### src/rtl/ssmm_pkg.sv
package ssmm_pkg;

  localparam int MAX_SAMPLES_DEF = 256;
  localparam int SAMPLE_W        = 32;
  localparam int COUNT_OUT_W     = 9;

  typedef struct packed {
    logic [SAMPLE_W-1:0] sample;
    logic                last_sample;
  } ssmm_item_t;

  typedef struct packed {
    logic [SAMPLE_W-1:0]    minimum;
    logic [SAMPLE_W-1:0]    maximum;
    logic [SAMPLE_W-1:0]    median;
    logic [SAMPLE_W-1:0]    mean;
    logic [COUNT_OUT_W-1:0] sample_count;
    logic                   overflow;
  } ssmm_result_t;

  typedef enum logic [3:0] {
    ST_IDLE,
    ST_CHK,
    ST_CMP,
    ST_RD_MIN,
    ST_RD_MAX,
    ST_RD_HI,
    ST_RD_LO,
    ST_DIV,
    ST_WAIT,
    ST_EMIT
  } ssmm_state_t;

  typedef enum logic [2:0] {
    RD_POSM1,
    RD_ZERO,
    RD_LAST,
    RD_HALF,
    RD_HALFM1
  } ssmm_rd_sel_t;

  typedef struct packed {
    logic         load;
    logic         wr_shift;
    logic         wr_ins;
    logic         pos_dec;
    ssmm_rd_sel_t rd_sel;
    logic         cap_min;
    logic         cap_max;
    logic         cap_hi;
    logic         cap_lo;
    logic         div_start;
    logic         emit;
  } ssmm_cmd_t;

  typedef struct packed {
    logic full;
    logic last;
    logic pos_zero;
    logic gt;
    logic div_done;
  } ssmm_status_t;

endpackage

### src/rtl/ssmm_ctrl.sv
module ssmm_ctrl
  import ssmm_pkg::*;
(
  input  logic         clk,
  input  logic         rst,
  input  logic         start,
  input  ssmm_status_t status,
  output logic         busy,
  output ssmm_cmd_t    cmd
);

  ssmm_state_t state;
  ssmm_state_t state_next;

  always_ff @(posedge clk) begin
    if (rst) begin
      state <= ST_IDLE;
    end else begin
      state <= state_next;
    end
  end

  always_comb begin
    state_next = state;
    cmd        = '0;
    cmd.rd_sel = RD_POSM1;
    busy       = (state != ST_IDLE);
    case (state)
      ST_IDLE: begin
        if (start) begin
          cmd.load   = 1'b1;
          state_next = ST_CHK;
        end
      end
      ST_CHK: begin
        if (status.full) begin
          state_next = status.last ? ST_RD_MIN : ST_IDLE;
        end else if (status.pos_zero) begin
          cmd.wr_ins = 1'b1;
          state_next = status.last ? ST_RD_MIN : ST_IDLE;
        end else begin
          state_next = ST_CMP;
        end
      end
      ST_CMP: begin
        // move the larger entry up one slot, or drop the new word in place
        if (status.gt) begin
          cmd.wr_shift = 1'b1;
          cmd.pos_dec  = 1'b1;
          state_next   = ST_CHK;
        end else begin
          cmd.wr_ins = 1'b1;
          state_next = status.last ? ST_RD_MIN : ST_IDLE;
        end
      end
      ST_RD_MIN: begin
        cmd.rd_sel = RD_ZERO;
        state_next = ST_RD_MAX;
      end
      ST_RD_MAX: begin
        cmd.cap_min = 1'b1;
        cmd.rd_sel  = RD_LAST;
        state_next  = ST_RD_HI;
      end
      ST_RD_HI: begin
        cmd.cap_max = 1'b1;
        cmd.rd_sel  = RD_HALF;
        state_next  = ST_RD_LO;
      end
      ST_RD_LO: begin
        cmd.cap_hi = 1'b1;
        cmd.rd_sel = RD_HALFM1;
        state_next = ST_DIV;
      end
      ST_DIV: begin
        cmd.cap_lo    = 1'b1;
        cmd.div_start = 1'b1;
        state_next    = ST_WAIT;
      end
      ST_WAIT: begin
        if (status.div_done) begin
          state_next = ST_EMIT;
        end
      end
      ST_EMIT: begin
        cmd.emit   = 1'b1;
        state_next = ST_IDLE;
      end
      default: begin
        state_next = ST_IDLE;
      end
    endcase
  end

endmodule

### config.mk
export PLATFORM = sky130hd
export DESIGN_NAME = ssmm_ctrl
export DESIGN_NICKNAME = d
export VERILOG_FILES = /design/src/rtl/ssmm_pkg.sv /design/src/rtl/ssmm_ctrl.sv
export SDC_FILE = /design/constraint.sdc
export NUM_CORES = 1
export LEC_CHECK = 0
export ABC_CLOCK_PERIOD_IN_PS = 1520
export BUFFER_PORTS_ARGS = -buffer_cell sky130_fd_sc_hd__buf_2
export CAP_MARGIN = 20
export CORE_AREA = 2 2 39 41
export DETAILED_ROUTE_END_ITERATION = 8
export DIE_AREA = 0 0 41 43
export GPL_TIMING_DRIVEN = 0
export PLACE_DENSITY = 0.57
export SYNTH_ARGS = -nofsm -noshare
export SYNTH_HDL_FRONTEND = slang
export SYNTH_SLANG_ARGS = --single-unit
### constraint.sdc
create_clock -name clk -period 1.52 [get_ports clk]
set_input_delay 0.228 -clock clk [delete_from_list [all_inputs] [get_ports clk]]
set_output_delay 0.228 -clock clk [all_outputs]
set_load 0.05 [all_outputs]
# Word-level counts from Yosys, hierarchy flattened
# Cells that the tools add are included.
# word_totals
regBits	4
output_inout_bits	14
# op_classes
eq_ne	11
muxes	21
n_reduce_logical	3
# op_table
op	n
$pmux 4 s9	1
$eq 4x3->1 const B	4
$mux 4	3
$pmux 3 s4	1
$mux 1	11
$eq 4x2->1 const B	2
$eq 4x4->1 const B	2
$mux 2	4
$eq 4x1->1 const B	1
$logic_not 4->1	1
$ne 2x2->1 const B	2
$reduce_bool 4->1	1
$pmux 1 s2	1
$reduce_and 2->1	1

# Logic depth before layout (Yosys ltp)
# Gate-level depths: netlist of run 1.
# depth
word_depth	4
mapped_depth	5
ltp_nobuf	4

# Worst setup path after synthesis of run 1
# No wires, ideal clock.
# synth_timing
path_type	register to output
startpoint	register state[1]
endpoint	output port cmd[10] in the netlist's numbering
t_arrival_ps	1881
t_required_ps	1292
setup_slack_ps	-589
stages_incl_launch_ff	5
n_path_buf	1
cell_sequence	dfxtp_1 -> buf_6 -> nand2b_4 -> o32a_1 -> nor3_1
# synth_lines
item	line	text
start, declared	ssmm_ctrl.sv:12	ssmm_state_t state;
start signal, assigned	ssmm_ctrl.sv:19	state <= state_next;
end, declared	ssmm_ctrl.sv:9	output ssmm_cmd_t cmd

==> results of run 1 <==
-- logic make-up after synthesis --
group	share of synthesized area [%]
flops	21.3
simple gates	39.0
compound gates	18.7
xor+xnor	4.67
buf+inv	16.3
-- power by group through the flow --
stage	logic [µW]	clock network (µW)	registers, µW
floorplan	138	0	123
global placement	175	0	124
detailed placement	175	0	124
CTS	211	140	125
global route	225	149	128
finish	211	134	126
-- cell usage after synthesis, drive strengths merged --
cell type,count,share of area [%]
nand3b,1,2.0
nand2,2,2.7
nor3,4,5.3
nand2b,3,7.7
inv,3,3.0
and2b,1,2.3
a32oi,1,2.3
buf,6,13
nor2,11,12
a2111oi,1,4.0
xnor2,2,4.7
o32a,1,2.7
and3,3,5.3
a311oi,1,2.3
dfxtp,4,21
a31oi,1,1.7
nand3,1,1.3
o21ai,3,4.0
o22ai,1,1.7
-- area by class of cell --
| cell class | count | area [µm²] |
|---|---|---|
| Buffer | 5 | 48.8 |
| Clock buffer | 3 | 22.5 |
| Fill cell | 148 | 698 |
| Inverter | 3 | 11.3 |
| Multi-Input combinational cell | 37 | 292 |
| Sequential cell | 4 | 88.8 |
| Tap cell | 16 | 20.0 |
| Timing Repair Buffer | 25 | 203 |
-- per-layer routing --
layer | track usage [%] | share of wire, % | vias up
met2 | 19.1 | 51 | 17
met1 | 16.7 | 40 | 205
li1 | - | - | 229
met3 | 6.81 | 7.3 | 2
met4 | 4.00 | 1.1 | 0
met5 | 0 | 0 | -
-- metrics by stage --
step | cell area [µm²] | instances | hold slack (ns)
floorplan | 402 | 50 | 0.300
global placement | 527 | 87 | 0.478
detailed placement | 527 | 87 | 0.473
CTS | 669 | 93 | 0.220
global route | 686 | 93 | 0.217
finish | 686 | 93 | 0.219
-- worst min path at each step --
stage | depth (start not counted) | endpoint
2_1_floorplan | 1 | state[3]
3_3_place_gp | 2 | state[3]
5_1_grt | 2 | state[1]
6_report | 2 | state[2]
3_5_place_dp | 2 | state[3]
4_1_cts | 2 | state[0]
-- cell usage in the layout (no fill, tap or decap), types with 2 or more instances in the layout --
cell	count
buf_4	8
o21ai_1	2
nor3_2	3
xnor2_1	2
nand2b_4	2
buf_2	11
nor2_4	4
nand2_2	2
clkbuf_4	4
dfxtp_4	2
buf_8	2
inv_1	2
nor2_1	6
buf_6	7
-- repair_timing --
action                                  4_1_cts  5_1_grt
buffers inserted                              3        1
endpoints found under the hold margin         0        0
gates resized for setup                      27        7
endpoints found under the setup margin       12       11
pin swaps                                     0        2
==> results_dict.tcl, run 1 <==
set metrics [dict create \
    path_buf_inv 1 \
    worstMarginPinSlew_ns 0.237 \
    die_area_um2 1760 \
    antenna_cells 0 \
    power_density_nw_per_um2 688 \
    cts_inserted_buffers 3 \
    drt-vias-per-instance 4.87 \
    cp-end-kind "output pin" \
    cp_data_arrival_time_ns 1.35 \
    cp.required_ns 1.29 \
    yosysWarnings 0 \
    numPortBuffers 21 \
    rows 14 \
    cp_top_family "flip-flops" \
    routed_wl_um 983 \
    violations "negative setup slack" \
    top_register "state" \
    worst-path-stages 4 \
    period_needed_ns 1.57 \
    avgSynthCellArea_um2 7.51 \
    cts_tree "built" \
    finalPower_uw 471 \
    layout_setup_ws_ns -0.0542 \
    ioPinCount 22 \
    relSlewSlack_pct 84.2 \
    fin_crit_sh_pct 104 \
    drtIter0Drc 7 \
    p_switching_uw 182 \
    reg2reg_to "state[0]" \
    slew_violations 0 \
    status "finished with violations" \
    ctsHoldBuffers 0 \
    startpoint "state[1]" \
    crit_path_end "cmd[10]" \
    p_leak_uw 0.000309 \
    grt_pass1_vias 389 \
    p_seq_share_pct 26.8 \
    globalRouteTotalUtil_pct 13.2 \
    clockPowerShare_pct 28.5 \
    syn-num-nets 58 \
    grt_pass1_wl_mm 1.58 \
    die_w_um 41 \
    die_height_um 43 \
    overflow 0 \
    nets 87 \
    setup_violations 1 \
    maxCapViolCount 0 \
    drt-pass1-iter-count 4 \
    ys_seq_elements 4 \
    syn_inst 50 \
    switching_share_pct 38.6 \
    cts_root_buf "clkbuf_4" \
    antenna_found_initial 0 \
    path_max_fanout 5 \
    r2r_setup_slack_ns 0.32 \
    cpPeakStageDelay_ns 0.36 \
    ys_types 28 \
    hold_violations 0 \
    critPathSlowestCell "dfxtp_4" \
    cts_buffer_depth 2 \
    largest_reg_flops 4 \
    tns_ns -0.0542 \
    clk_pin_slew_ns 0.04 \
    initial_core_util_pct 27.1 \
    core_area_um2 1380 \
    reg_top3 "state (4)" \
    comb_power_share_pct 44.7 \
    worstPathCellList "nand2b_4 -> o32a_1 -> nor3_2 -> buf_6" \
    hold_class "input port to register" \
    max_freq_ghz 0.635 \
    skew_ns 0.00730 \
    vias 453 \
    rsz0062_at_grt "yes" \
    dp_hpwl_um 742 \
    insertion_delay_ns 0.24 \
    fin_util_pct 49.5 \
    gp_congestion 0.723 \
    power.internal_uw 290 \
    reg2reg_depth 5 \
    drive_gt1_share_pct 70.1 \
    r2r-start "state[1]" \
    ant_nets 0 \
    ys_seq_area_share_pct 21.3 \
    post-place-ws_ns -0.000520 \
    ir_drop_uv 339 \
    worstSetupPathType "register to output pin" \
    startpoint_type "register" \
    drt-wirelength-per-cell_um 10.6 \
    synth_area_um2 375 \
    cts_sinks 4 \
    grt_max_degree 11 \
    min_from "rst" \
    syn2layout_area_growth_pct 82.7 \
    drc 0 \
    cts_max_level 1 \
]
Note: power is estimated with default switching activity, not from simulation.
==> inputs of run 2 (changes only) <==
--- a/config.mk
+++ b/config.mk
@@ -5,10 +5,11 @@
 export SDC_FILE = /design/constraint.sdc
 export NUM_CORES = 1
 export LEC_CHECK = 0
-export ABC_CLOCK_PERIOD_IN_PS = 1520
+export ABC_CLOCK_PERIOD_IN_PS = 2000
 export BUFFER_PORTS_ARGS = -buffer_cell sky130_fd_sc_hd__buf_2
 export CAP_MARGIN = 20
 export CORE_AREA = 2 2 39 41
+export CTS_BUF_LIST = sky130_fd_sc_hd__clkbuf_2
 export DETAILED_ROUTE_END_ITERATION = 8
 export DIE_AREA = 0 0 41 43
 export GPL_TIMING_DRIVEN = 0
==> constraint.sdc (replaced) <==
create_clock -name clk -period 2 [get_ports clk]
set_input_delay 0.3 -clock clk [delete_from_list [all_inputs] [get_ports clk]]
set_output_delay 0.3 -clock clk [all_outputs]
set_load 0.05 [all_outputs]
==> results_dict.tcl, run 2 (synthesized netlist as in run 1, its figures left out) <==
set metrics [dict create \
    worstSetupPathType "register to output pin" \
    maxCapViolCount 0 \
    final_cell_mix "buf_2, nor2_1, dfxtp_1" \
    hold_violations 0 \
    max_freq_ghz 0.565 \
    drt-pass1-iter-count 4 \
    hold_class "input port to register" \
    vias 422 \
    drive_gt1_share_pct 54.1 \
    rows 14 \
    initial_core_util_pct 27.1 \
    period_needed_ns 1.77 \
    startpoint "state[3]" \
    ir_drop_uv 229 \
    gp_congestion 0.723 \
    cp_data_arrival_time_ns 1.47 \
    syn2layout_area_growth_pct 38.7 \
    slew_violations 0 \
    whs_ns 0.322 \
    cts_sinks 4 \
    cts_max_level 1 \
    die_height_um 43 \
    ctsHoldBuffers 0 \
    fin_util_pct 37.6 \
    drt-vias-per-instance 4.69 \
    core_area_um2 1380 \
    final_common_cell "buf_2" \
    dp_hpwl_um 698 \
    die_area_um2 1760 \
    cts_tree "built" \
    worstMarginPinSlew_ns 0.304 \
    p_leak_uw 0.000272 \
    fin_crit_sh_pct 88.5 \
    min_from "rst" \
    drtIter0Drc 9 \
    startpoint_type "register" \
    clk_pin_slew_ns 0.05 \
    antenna_found_initial 0 \
    path_max_fanout 10 \
    overflow 0 \
    power_density_nw_per_um2 572 \
    ctsResizeCount 0 \
    cp.required_ns 1.70 \
    globalRouteTotalUtil_pct 11.6 \
    post_cts_buffers 0 \
    grt_max_degree 11 \
    routed_wl_um 911 \
    insertion_delay_ns 0.21 \
    die_w_um 41 \
    grt_pass1_wl_mm 1.39 \
    grt_pass1_vias 363 \
    top_register "state" \
    nFillCells 159 \
    cp-end-kind "output pin" \
    ioPinCount 22 \
    status "completed" \
    drc 0 \
    nets 84 \
    antenna_cells 0 \
    reg_top3 "state (4)" \
    drt-wirelength-per-cell_um 10.1 \
    cts_root_buf "clkbuf_2" \
    relSlewSlack_pct 79.7 \
    r2r-start "state[3]" \
    rsz0062_at_grt "no" \
    largest_reg_flops 4 \
    ant_nets 0 \
    setup_violations 0 \
    cts_buffer_depth 2 \
    numPortBuffers 21 \
    skew_ns 0.00500 \
    cts_inserted_buffers 3 \
]
[run 2: worst max-delay path, cell delays in order (launching register included)]
cell and delay, ns:
dfxtp_1 0.29, buf_2 0.17, nand2b_1 0.22, nor2_1 0.20
buf_4 0.13, buf_2 0.24
[run 2: worst paths after layout]
| check | to | slack [ns] | cells after the start |
|---|---|---|---|
| max | cmd[2] | 0.23 | 5 |
| min | state[2] | 0.32 | 2 |
| max reg2reg | state[0] | 0.80 | 4 |
| min reg2reg | state[1] | 0.61 | 2 |
[run 2: per-stage QoR]
| step | cell area (µm²) | TNS, ns | setup slack, ns | cells | total power, µW |
|---|---|---|---|---|---|
| global route | 520 | 0 | 0.111 | 90 | 318 |
| global placement | 505 | 0 | 0.448 | 87 | 224 |
| floorplan | 380 | -0.00608 | -0.00608 | 50 | 195 |
| finish | 520 | 0 | 0.230 | 90 | 298 |
| detailed placement | 505 | 0 | 0.448 | 87 | 224 |
| CTS | 520 | 0 | 0.212 | 90 | 301 |
[run 2: final cells by class]
class / instances / area, µm² / share of cell area (%)
plain buffers: 6 / 50.0 / 9.62
clock buffers: 3 / 15.0 / 2.88
inverters: 3 / 11.3 / 2.16
multi-input cells: 37 / 239 / 45.9
flip-flops and latches: 4 / 80.1 / 15.4
well taps: 16 / 20.0 / 3.85
repair buffers: 21 / 105 / 20.2
[run 2: report_power, final]
part           total, µW  internal (µW)  switching [µW]
clock network       75.5           40.3            35.2
registers           92.5           85.0            7.50
logic                130           44.5            85.3
total                298            170             128
[run 2: routing by layer]
layer | wire length, µm | GRT usage, %
met1 | 437 | 16.1
met2 | 376 | 15.0
met4 | 0 | 2.00
met5 | 0 | 0
met3 | 96 | 7.85
==> inputs of run 3 (changes only) <==
--- a/config.mk
+++ b/config.mk
@@ -5,7 +5,7 @@
 export SDC_FILE = /design/constraint.sdc
 export NUM_CORES = 1
 export LEC_CHECK = 0
-export ABC_CLOCK_PERIOD_IN_PS = 2000
+export ABC_CLOCK_PERIOD_IN_PS = 1700
 export BUFFER_PORTS_ARGS = -buffer_cell sky130_fd_sc_hd__buf_2
 export CAP_MARGIN = 20
 export CORE_AREA = 2 2 39 41
@@ -17,3 +17,4 @@
 export SYNTH_ARGS = -nofsm -noshare
 export SYNTH_HDL_FRONTEND = slang
 export SYNTH_SLANG_ARGS = --single-unit
+export TNS_END_PERCENT = 100
==> constraint.sdc (replaced) <==
create_clock -name clk -period 1.7 [get_ports clk]
set_input_delay 0.255 -clock clk [delete_from_list [all_inputs] [get_ports clk]]
set_output_delay 0.255 -clock clk [all_outputs]
set_load 0.05 [all_outputs]
==> results_dict.tcl, run 3 (synthesized netlist as in run 1, its figures left out) <==
set metrics [dict create \
    status "completed" \
    overflow 0 \
    cts_max_level 1 \
    startpoint "state[1]" \
    cp.required_ns 1.44 \
    gp_congestion 0.723 \
    core_area_um2 1380 \
    rsz0062_at_grt "yes" \
    power_density_nw_per_um2 642 \
    fin_crit_sh_pct 96.0 \
    slew_violations 0 \
    vias 441 \
    p_leak_uw 0.000289 \
    cp_top_family "flip-flops" \
    cts_inserted_buffers 3 \
    nets 87 \
    drc 0 \
    tns_ns 0 \
    cts_buffer_depth 2 \
    rows 14 \
    numPortBuffers 21 \
    setup_violations 0 \
    worstPathCellList "buf_6 -> nand2b_4 -> o32a_1 -> nor3_2 -> buf_6" \
    worstSetupPathType "register to output pin" \
    initial_core_util_pct 27.1 \
    final_common_cell "buf_2" \
    r2r_setup_slack_ns 0.40 \
    die_area_um2 1760 \
    die_height_um 43 \
    reg2reg_depth 6 \
    whs_endpoint "state[2]" \
    min_delay_path_depth 2 \
    insertion_delay_ns 0.21 \
    antenna_found_initial 0 \
    grt_max_degree 11 \
    r2r-start "state[1]" \
    reg2reg_to "state[0]" \
    critPathSlowestCell "dfxtp_2" \
    path_buf_inv 2 \
    final_cell_area_um2 569 \
    dp_hpwl_um 698 \
    hold_class "input port to register" \
    grt_pass1_wl_mm 1.42 \
    relSlewSlack_pct 83.4 \
    drt-pass1-iter-count 2 \
    final_cells 93 \
    grt_pass1_vias 369 \
    placed_cell_area_um2 505 \
    cpPeakStageDelay_ns 0.31 \
    startpoint_type "register" \
    post-place-ws_ns 0.193 \
    routed_wl_um 970 \
    cts_tree "built" \
    cts_root_buf "clkbuf_2" \
    antenna_cells 0 \
    layout_setup_ws_ns 0.0679 \
    drive_gt1_share_pct 63.6 \
    min_from "rst" \
    drtIter0Drc 9 \
    drt-wirelength-per-cell_um 10.4 \
    ant_nets 0 \
    largest_reg_flops 4 \
    top_register "state" \
    maxCapViolCount 0 \
    reg_top3 "state (4)" \
    finalPower_uw 366 \
    syn2layout_area_growth_pct 51.7 \
    die_w_um 41 \
    skew_ns 0.00505 \
    ir_drop_uv 281 \
    clk_pin_slew_ns 0.05 \
    cp_data_arrival_time_ns 1.38 \
    cp-end-kind "output pin" \
    max_freq_ghz 0.613 \
    crit_top_cell "buf_6" \
    worstMarginPinSlew_ns 0.248 \
    hold_violations 0 \
    drt-vias-per-instance 4.74 \
    globalRouteTotalUtil_pct 11.8 \
    dp_cells 87 \
    period_needed_ns 1.63 \
    final_cell_mix "buf_2, buf_4, nor2_1" \
    cts_sinks 4 \
    path_max_fanout 7 \
    ioPinCount 22 \
]
## run 3: cell count changes in the layout (fill, tap and decap cells not counted)
cell	delta
buf_2	-4
dfxtp_2	+2
nor2_2	+3
clkbuf_4	+1
dfxtp_1	-2
nand2b_2	+1
buf_4	+5
nor2_1	-3
nand2b_1	-1
buf_6	+1
## run 3: how the worst max path moves through the flow
stage / endpoint / slack (ns) / cells past startpoint
floorplan: cmd[2] / -0.26 / 4
global placement: cmd[2] / 0.19 / 5
detailed placement: cmd[2] / 0.19 / 5
CTS: cmd[8] / 0.0007 / 5
global route: cmd[10] / -0.02 / 5
finish: cmd[10] / 0.07 / 5
## run 3: what timing repair did
action / CTS / global route
setup buffers: 0 / 3
hold buffers: 0 / 0
setup endpoints to repair: 3 / 6
resized for setup: 4 / 8
## run 3: report_power, final
part	total, µW	internal, µW	switching (µW)
clock	87.9	47.4	40.5
combinational	168	63.3	104
sequential	110	101	8.92
## run 3: through the flow
step / utilization (%) / hold WS [ns]
2_1_floorplan: - / 0.327
3_3_place_gp: 36.5 / 0.498
3_5_place_dp: 36.5 / 0.501
4_1_cts: 38.2 / 0.272
5_1_grt: 41.1 / 0.260
6_report: 41.1 / 0.278
## run 3: area by class of cell
| cell class | instances | area [µm²] |
|---|---|---|
| inverter | 3 | 11.3 |
| tap | 16 | 20.0 |
| fill | 157 | 815 |
| sequential | 4 | 82.6 |
| clock buffer | 3 | 15.0 |
| multi-input combinational | 37 | 249 |
| timing repair buffer | 24 | 141 |
| buffer | 6 | 50.0 |
## run 3: routing by layer
layer / wire [µm] / part of all wire (%) / track usage (%) / vias to the layer above
met5: 0 / 0 / 0 / -
li1: - / - / - / 224
met3: 87 / 9.0 / 7.85 / 0
met4: 0 / 0 / 2.00 / 0
met2: 458 / 47 / 15.6 / 19
met1: 425 / 44 / 16.1 / 198
